==> src/rtl/lss_pkg.sv <==
package lss_pkg;

    localparam int SLOTS          = 8;
    localparam int SLOT_W         = (SLOTS > 1) ? $clog2(SLOTS) : 1;
    localparam int TAG_W          = 12;
    localparam int AGE_W          = 16;
    localparam int IDX_W          = 3;
    localparam int RESET_TAG_BASE = 4000;
    localparam int RESET_AGE      = 9999;

    localparam logic [AGE_W-1:0] AGE_MAX = {AGE_W{1'b1}};

    typedef enum logic [1:0] {
        ST_IDLE,
        ST_SCAN,
        ST_COMMIT
    } t_state;

    // controller -> datapath
    typedef struct packed {
        logic load;    // latch request, clear scan state
        logic scan;    // examine one slot
        logic commit;  // update table on a miss, load result register
    } t_cmd;

    // datapath -> controller
    typedef struct packed {
        logic scan_last;
    } t_sts;

endpackage

==> src/rtl/lss_ctrl.sv <==
module lss_ctrl import lss_pkg::*; (
    input  logic i_clk,
    input  logic i_rst_n,
    input  logic i_in_valid,
    output logic o_in_stall,
    output logic o_out_valid,
    input  logic i_out_stall,
    input  t_sts i_sts,
    output t_cmd o_cmd
);

    t_state r_state;
    t_state n_state;
    logic   r_out_valid;
    logic   n_out_valid;
    logic   out_free;

    assign out_free = !r_out_valid || !i_out_stall;

    always_comb begin
        n_state = r_state;
        case (r_state)
            ST_IDLE: begin
                if (i_in_valid) begin
                    n_state = ST_SCAN;
                end
            end
            ST_SCAN: begin
                if (i_sts.scan_last) begin
                    n_state = ST_COMMIT;
                end
            end
            ST_COMMIT: begin
                if (out_free) begin
                    n_state = ST_IDLE;
                end
            end
            default: n_state = ST_IDLE;
        endcase
    end

    always_comb begin
        o_cmd      = '0;
        o_in_stall = 1'b1;
        case (r_state)
            ST_IDLE: begin
                o_in_stall = 1'b0;
                o_cmd.load = i_in_valid;
            end
            ST_SCAN: begin
                o_cmd.scan = 1'b1;
            end
            ST_COMMIT: begin
                o_cmd.commit = out_free;
            end
            default: begin
                o_in_stall = 1'b1;
            end
        endcase
    end

    always_comb begin
        n_out_valid = r_out_valid;
        if (o_cmd.commit) begin
            n_out_valid = 1'b1;
        end else if (!i_out_stall) begin
            n_out_valid = 1'b0;
        end
    end

    always_ff @(posedge i_clk) begin
        if (!i_rst_n) begin
            r_state     <= ST_IDLE;
            r_out_valid <= 1'b0;
        end else begin
            r_state     <= n_state;
            r_out_valid <= n_out_valid;
        end
    end

    assign o_out_valid = r_out_valid;

endmodule

==> src/rtl/lss_dp.sv <==
module lss_dp import lss_pkg::*; (
    input  logic             i_clk,
    input  logic             i_rst_n,
    input  t_cmd             i_cmd,
    input  logic [TAG_W-1:0] i_fault_segment,
    input  logic [TAG_W-1:0] i_instruction_segment,
    output t_sts             o_sts,
    output logic [IDX_W-1:0] o_slot_index,
    output logic             o_was_hit,
    output logic [TAG_W-1:0] o_evicted_segment
);

    logic [TAG_W-1:0]  r_tags [SLOTS];
    logic [AGE_W-1:0]  r_ages [SLOTS];

    logic [TAG_W-1:0]  r_fseg;
    logic [TAG_W-1:0]  r_iseg;
    logic [SLOT_W-1:0] r_idx;
    logic              r_hit;
    logic [SLOT_W-1:0] r_hit_idx;
    logic              r_elig;
    logic [SLOT_W-1:0] r_pick;
    logic [AGE_W-1:0]  r_best;
    logic [TAG_W-1:0]  r_old_tag;

    logic [IDX_W-1:0]  r_slot_index;
    logic              r_was_hit;
    logic [TAG_W-1:0]  r_evicted;

    logic [TAG_W-1:0]  cur_tag;
    logic [AGE_W-1:0]  cur_age;
    logic              cur_match;
    logic              cur_elig;
    logic              cur_older;

    assign cur_tag   = r_tags[r_idx];
    assign cur_age   = r_ages[r_idx];
    assign cur_match = (cur_tag == r_fseg);
    assign cur_elig  = (cur_tag != r_iseg);
    assign cur_older = (cur_age > r_best);

    assign o_sts.scan_last = (r_idx == SLOT_W'(SLOTS - 1));

    // scan state
    always_ff @(posedge i_clk) begin
        if (i_cmd.load) begin
            r_fseg    <= i_fault_segment;
            r_iseg    <= i_instruction_segment;
            r_idx     <= '0;
            r_hit     <= 1'b0;
            r_hit_idx <= '0;
            r_elig    <= 1'b0;
            r_pick    <= '0;
            r_best    <= '0;
            r_old_tag <= r_tags[0];   // victim when no slot is eligible
        end else if (i_cmd.scan) begin
            r_idx <= r_idx + 1'b1;
            if (!r_hit && cur_match) begin
                r_hit     <= 1'b1;
                r_hit_idx <= r_idx;
            end
            if (cur_elig) begin
                r_elig <= 1'b1;
                if (cur_older) begin
                    r_best    <= cur_age;
                    r_pick    <= r_idx;
                    r_old_tag <= cur_tag;
                end else if (!r_elig) begin
                    r_pick    <= r_idx;
                    r_old_tag <= cur_tag;
                end
            end
        end
    end

    // slot table
    always_ff @(posedge i_clk) begin
        if (!i_rst_n) begin
            for (int k = 0; k < SLOTS; k++) begin
                r_tags[k] <= TAG_W'(RESET_TAG_BASE + k);
                r_ages[k] <= AGE_W'(RESET_AGE);
            end
        end else if (i_cmd.commit && !r_hit) begin
            for (int k = 0; k < SLOTS; k++) begin
                if (SLOT_W'(k) == r_pick) begin
                    r_ages[k] <= '0;
                    r_tags[k] <= r_fseg;
                end else if (r_ages[k] != AGE_MAX) begin
                    r_ages[k] <= r_ages[k] + 1'b1;
                end
            end
        end
    end

    // result register
    always_ff @(posedge i_clk) begin
        if (i_cmd.commit) begin
            r_was_hit <= r_hit;
            if (r_hit) begin
                r_slot_index <= IDX_W'(r_hit_idx);
                r_evicted    <= r_fseg;
            end else begin
                r_slot_index <= IDX_W'(r_pick);
                r_evicted    <= r_old_tag;
            end
        end
    end

    assign o_slot_index      = r_slot_index;
    assign o_was_hit         = r_was_hit;
    assign o_evicted_segment = r_evicted;

endmodule

==> src/rtl/lru_segment_slot_select.sv <==
// Segment slot selector with age-counter LRU replacement.
//
// Input channel: i_in_valid / o_in_stall carry one request item, the
// faulting segment and the segment of the faulting instruction. An item is
// taken at a rising edge with i_in_valid high and o_in_stall low.
// Output channel: o_out_valid / i_out_stall carry one result item per
// request: slot index, hit flag and the tag the slot held before.
// Sequence: after acceptance the slot table is walked one slot per cycle,
// then a commit step, on a miss, updates ages and the victim's tag, and
// always loads the result register. No new item is taken until the last
// one has been committed; the scan walks the table through the single
// table read port.
// The result register parts the two sides: while a result waits under
// i_out_stall the next item is still taken and scanned, and only its commit
// waits until the register frees up.
// Reset (synchronous, active low) loads tag 4000 + slot number and age 9999
// into every slot, empties the result register and makes the block ready.
module lru_segment_slot_select import lss_pkg::*; (
    input  logic             i_clk,
    input  logic             i_rst_n,
    input  logic             i_in_valid,
    output logic             o_in_stall,
    input  logic [TAG_W-1:0] i_fault_segment,
    input  logic [TAG_W-1:0] i_instruction_segment,
    output logic             o_out_valid,
    input  logic             i_out_stall,
    output logic [IDX_W-1:0] o_slot_index,
    output logic             o_was_hit,
    output logic [TAG_W-1:0] o_evicted_segment
);

    t_cmd cmd;
    t_sts sts;

    // sequencer: idle -> scan (one slot a cycle) -> commit
    lss_ctrl u_ctrl (
        .i_clk       (i_clk),
        .i_rst_n     (i_rst_n),
        .i_in_valid  (i_in_valid),
        .o_in_stall  (o_in_stall),
        .o_out_valid (o_out_valid),
        .i_out_stall (i_out_stall),
        .i_sts       (sts),
        .o_cmd       (cmd)
    );

    // slot table, hit / victim search, result register
    lss_dp u_dp (
        .i_clk                 (i_clk),
        .i_rst_n               (i_rst_n),
        .i_cmd                 (cmd),
        .i_fault_segment       (i_fault_segment),
        .i_instruction_segment (i_instruction_segment),
        .o_sts                 (sts),
        .o_slot_index          (o_slot_index),
        .o_was_hit             (o_was_hit),
        .o_evicted_segment     (o_evicted_segment)
    );

endmodule

==> config.mk <==
export PLATFORM = sky130hd
export DESIGN_NAME = lru_segment_slot_select
export DESIGN_NICKNAME = d
export VERILOG_FILES = /design/src/rtl/lss_pkg.sv /design/src/rtl/lss_ctrl.sv /design/src/rtl/lss_dp.sv /design/src/rtl/lru_segment_slot_select.sv
export SDC_FILE = /design/constraint.sdc
export NUM_CORES = 1
export LEC_CHECK = 0
export BUFFER_PORTS_ARGS = -buffer_cell sky130_fd_sc_hd__buf_2
export CAP_MARGIN = 30
export CORE_ASPECT_RATIO = 1.75
export CORE_MARGIN = 2
export CORE_UTILIZATION = 45
export CTS_BUF_LIST = sky130_fd_sc_hd__clkbuf_8
export CTS_CLUSTER_SIZE = 25
export DETAILED_ROUTE_END_ITERATION = 8
export GPL_TIMING_DRIVEN = 0
export PLACE_DENSITY_LB_ADDON = 0.3
export SYNTH_ARGS = -nofsm -noshare
export SYNTH_HDL_FRONTEND = slang
export SYNTH_SLANG_ARGS = --single-unit
==> constraint.sdc <==
create_clock -name i_clk -period 6 [get_ports i_clk]
set_input_delay 0.3 -clock i_clk [delete_from_list [all_inputs] [get_ports i_clk]]
set_output_delay 0.3 -clock i_clk [all_outputs]
set_load 0.005 [all_outputs]
Word level (Yosys, flattened, before mapping)
Memory sizes are Yosys's and may differ from the RTL's. A register that Yosys moved wholly into a read port is not among the register bits.
Index checks and enable logic that the tools add are counted.
- flip-flop bits (word level): 82
- RAM bits: 224
- bits of input ports: 28
- output and inout port bits: 18
- logic and storage cells: 212
- memories: 2
- memories (memory ; words ; width ; read ports ; clocked after Yosys merged registers in ; write ports ; RTL line ; source):
    u_dp.r_ages ; 8 ; 16 ; 9 ; 1 ; 8 ; lss_dp.sv:14 ; logic [AGE_W-1:0] r_ages [SLOTS];
    u_dp.r_tags ; 8 ; 12 ; 2 ; 1 ; 8 ; lss_dp.sv:13 ; logic [TAG_W-1:0] r_tags [SLOTS];
- add/sub/neg operators: 9
- $lt $le $gt $ge: 1
- equality and inequality tests: 26
- mux-type cells: 120
- bitwise operators: 24
- reductions and logical operators: 16
- operators by type and width (kind ; number):
    $mux W16 ; 16
    $mux W12 ; 14
    $add A16 B1 Y16 const B ; 8
    $ne A16 B16 Y1 const B ; 8
    $mux W1 ; 79
    $or A1 B1 Y1 ; 24
    $mux W3 ; 7
    $gt A16 B16 Y1 ; 1
    $eq A12 B12 Y1 ; 1
    $eq A3 B3 Y1 const A ; 4
    $ne A12 B12 Y1 ; 1
    $reduce_and A3 Y1 ; 4
    $eq A2 B3 Y1 const A ; 2
    $mux W2 ; 3
    $ne A2 B2 Y1 const B ; 3
    $pmux W2 S3 ; 1
    $ne A2 B1 Y1 const B ; 2
    $reduce_and A2 Y1 ; 2
    $reduce_bool A2 Y1 ; 2
    $add A3 B1 Y3 const B ; 1
    $eq A1 B3 Y1 const A ; 1
    $eq A3 B3 Y1 const B ; 1
    $logic_not A1 Y1 ; 3
    $logic_not A3 Y1 ; 1
    other kinds (6) ; 7

Longest topological paths before layout
- depth in word-level cells: 9
- mapped depth: 16
- depth with buffers taken out: 11

Cells and area by module
From an unflattened synthesis, not the netlist that was laid out.
- cell total of the unflattened synthesis: 1283
- area total of the unflattened synthesis: 15797.7 µm²
- modules (own cells, without submodules) (module ; times used ; cells an instance ; area an instance (µm²) ; sequential area each (µm²)):
    lss_dp ; 1 ; 1263 ; 15622.5 ; 8888.5
    lss_ctrl ; 1 ; 20 ; 175.2 ; 60.1

Least setup slack after synthesis
OpenSTA, ideal clock, no wires.
- kind: reg2reg
- start: reg (tool-made name)
- end: reg u_dp.r_old_tag[0] (enable)
- library setup time: 0.335 ns
- data arrival time: 3.948 ns
- data required time: 5.665 ns
- path slack: 1.716 ns
- stages on the path, launching flop included: 15
- path buffers: 4
- clock period less this slack: 4.284 ns
- cells stage by stage: dfxtp_1 -> buf_2 -> buf_2 -> clkbuf_1 -> clkbuf_1 -> mux4_2 -> mux2_2 -> ha_1 -> a21o_1 -> a21o_1 -> a211o_1 -> a21oi_1 -> a21oi_1 -> o21ai_1 -> nand2_1
- RTL lines (item ; RTL line ; source):
    end signal: assignment ; lss_dp.sv:55 ; r_old_tag <= r_tags[0];
    end signal: assignment ; lss_dp.sv:67 ; r_old_tag <= cur_tag;
    end signal: assignment ; lss_dp.sv:70 ; r_old_tag <= cur_tag;
    end: declaration ; lss_dp.sv:24 ; logic [TAG_W-1:0] r_old_tag;

==> metrics.txt <==
outcome=finished clean; P per Cell Area=286 nW/µm²; Design Area, Final=17600 µm²; vias=10400; Cells after DPL=1768; root buf cell=clkbuf_8; GPL Wtd Cong=0.863; CTS tree=yes; first-pass GRT wire length=63200 µm; post-synth top area share=0.532; Synth Instances=1257; routed wire length=41600 µm; gr usage total=0.236; final std cells w/o fill=1877; vias in the first global route=11100; I/O Pins=46; Post-DP HPWL=30400 µm; Port-buffer cells=45; crit path DAT=5.70 ns; max_cap viols=0; setup TNS=0 ns; Core Util, Final=0.513; post-CTS resize count=0; synth unique cells=54; syn_area_per_cell=12.4 µm²; RSZ-0062 raised after global routing=false; Detail Route Antenna Nets=0; Vias/cell=5.56; leading area contributor after synthesis=edfxtp_1; Setup CP Type=flip-flop to flip-flop; clock sink count=309; largest net degree at the start of global routing=34; final clock skew=0.0476 ns; Slew headroom=0.312; First-pass DRT Iterations=7; Max FO, Critical Path=19; Worst Setup Start Kind=flip-flop; area grow syn2layout=13.1%; sequential area share after synthesis=0.574; critical path required time=6.18 ns; count leader, synth=edfxtp_1; initial antenna violation count=1; DRT iter0 DRCs=679; post-layout min period=5.52 ns; drc violations=0; htree depth=2; pins over their slew limit=0; Post-Syn Area=15600 µm²; CTS Buf Count=47; top cells by area, synth=edfxtp_1 53%, mux4_2 6.9%, xor2_1 4.7%, nor2_1 4.4%, dfxtp_1 4.2%; drt wl/cell=22.1 µm; clk_lat worst skew=0.63 ns; Leak=5.90 nW; dpl cell area=16500 µm²; clock buffer depth=3; worst slew pin tran=1.02 ns; cell row count=90; Yosys warning total=0; ys async rst share=0; Die Span Y=250 µm; FF+latch count, synth=309; final layout net count=1437; Worst setup EP type=flip-flop; most frequent cells after synthesis=276 x edfxtp_1, 181 x nor2_1, 118 x nand2_1, 83 x xor2_1, 62 x nand3_1; Mapped Nets=1311; Hold Crit Class=input port to flip-flop; predominant post-synthesis flop cell=edfxtp_1; Horiz. Die Dim=145 µm; layout cell share with drive strength beyond 1=0.165; Max Clock Freq=0.181 GHz; die area=36200 µm²; worst vdd ir=166 µV; Starting Density=0.454; fillers=2981; post-CTS setup buffers=0; core area=34300 µm²; GR Overflow Total=0; final number of hold-violating endpoints=0; CTS clk-pin slew, worst paths=0.06 ns; # setup viols final=0; internal reg-to-reg setup slack=0.48 ns; final period utilization=0.920; EDFF count, synth=276
[placed cells by master (no fill, tap or decap), drive strengths merged, types with 2 or more instances in the layout]
| cell | count |
|---|---|
| nor2b | 6 |
| a31oi | 3 |
| a311oi | 3 |
| xnor2 | 53 |
| a21oi | 60 |
| nand3 | 62 |
| nand2b | 9 |
| nor2 | 181 |
| o211ai | 3 |
| dfxtp | 33 |
| clkinv | 19 |
| nand4 | 14 |
| ha | 26 |
| inv | 57 |
| edfxtp | 276 |
| mux2 | 51 |
| and3 | 34 |
| o22ai | 3 |
| nor3 | 9 |
| or3 | 3 |
| a311o | 4 |
| a31o | 3 |
| nand2 | 119 |
| o21ai | 22 |
| mux4 | 48 |
| a221oi | 3 |
| dlygate4sd3 | 25 |
| clkbuf | 77 |
| mux2i | 25 |
| bufinv | 3 |
| nor4 | 4 |
| a21o | 6 |
| xor2 | 83 |
| and4 | 7 |
| a22o | 2 |
| and2 | 6 |
| buf | 66 |
[registers in the layout, indices dropped and copies added, names as in the netlist, named ones only]
name	cells
u_dp.o_evicted_segment	12
u_dp.r_best	16
u_dp.r_hit_idx	3
u_dp.r_pick	3
u_dp.o_slot_index	3
u_dp.r_elig	1
u_dp.r_iseg	12
u_ctrl.r_state	2
u_ctrl.o_out_valid	1
u_dp.r_fseg	12
u_dp.r_ages	128
u_dp.r_idx	3
u_dp.r_tags	96
u_dp.o_was_hit	1
u_dp.r_hit	1
u_dp.r_old_tag	12
[routing by layer]
layer / vias up / routed length (µm) / global-route usage
met1: 5136 / 13800 / 0.234
met5: - / 0 / 0
met4: 0 / 3170 / 0.158
met2: 319 / 22600 / 0.437
met3: 138 / 1940 / 0.0398
li1: 4846 / - / -
[cell families (layout without fill, tap and decap cells)]
family	after synthesis	in the layout	synth area share
mux	124	124	0.126
compound gates	118	118	0.0453
other cells	0	1	0
simple gates	455	455	0.132
xor+xnor	136	136	0.0764
fa+ha+maj	26	26	0.0209
flops	309	309	0.574
buf+inv	89	248	0.0251
[critical path, stage by stage (launching register included)]
cell,delay (ns)
dfxtp_1,0.30
buf_2,0.35
buf_2,0.68
clkbuf_1,0.60
mux4_2,0.42
mux2_2,0.30
ha_1,0.32
a21oi_1,0.15
nor2_1,0.06
a2111oi_0,0.39
o31ai_1,0.16
a21oi_1,0.14
a21oi_1,0.10
o21ai_1,0.50
nand2_1,0.54
[path summary, 6_finish.rpt]
| kind | from | end | cells past startpoint |
|---|---|---|---|
| worst max register to register | flip-flop | u_dp.r_old_tag[9] | 14 |
| worst max-delay path | flip-flop | u_dp.r_old_tag[9] | 14 |
| worst min register to register | u_dp.r_best[0] | u_dp.r_best[0] | 2 |
| worst min-delay path | i_in_valid | flip-flop | 4 |
[area by class of cell]
cell class | instances | area [µm²] | area share
Antenna cell | 1 | 2.50 | 0.000142
Buffer | 43 | 220 | 0.0125
Clock buffer | 47 | 647 | 0.0367
Clock inverter | 35 | 246 | 0.0140
Inverter | 45 | 169 | 0.00958
Multi-Input combinational cell | 859 | 6260 | 0.355
Sequential cell | 309 | 8950 | 0.508
Tap cell | 460 | 576 | 0.0327
Timing Repair Buffer | 78 | 551 | 0.0312
[stage by stage]
step / hold slack (ns) / setup WS [ns] / power [mW]
floorplan: 0.399 / 1.72 / 3.12
global placement: 0.457 / 0.102 / 3.32
detailed placement: 0.464 / 0.0982 / 3.35
CTS: 0.0786 / 0.0503 / 5.06
global route: 0.149 / 0.140 / 5.23
finish: 0.104 / 0.479 / 5.04
[power breakdown]
group | internal [mW] | switching, mW
sequential | 2.46 | 0.0737
clock | 0.868 | 0.852
combinational | 0.349 | 0.431
total | 3.68 | 1.36
[timing repair]
item                                   in CTS  in global routing
setup endpoints to repair                   0                 12
hold buffers                               25                  0
endpoints found under the hold margin      25                  0
(Power assumes the default switching activity.)
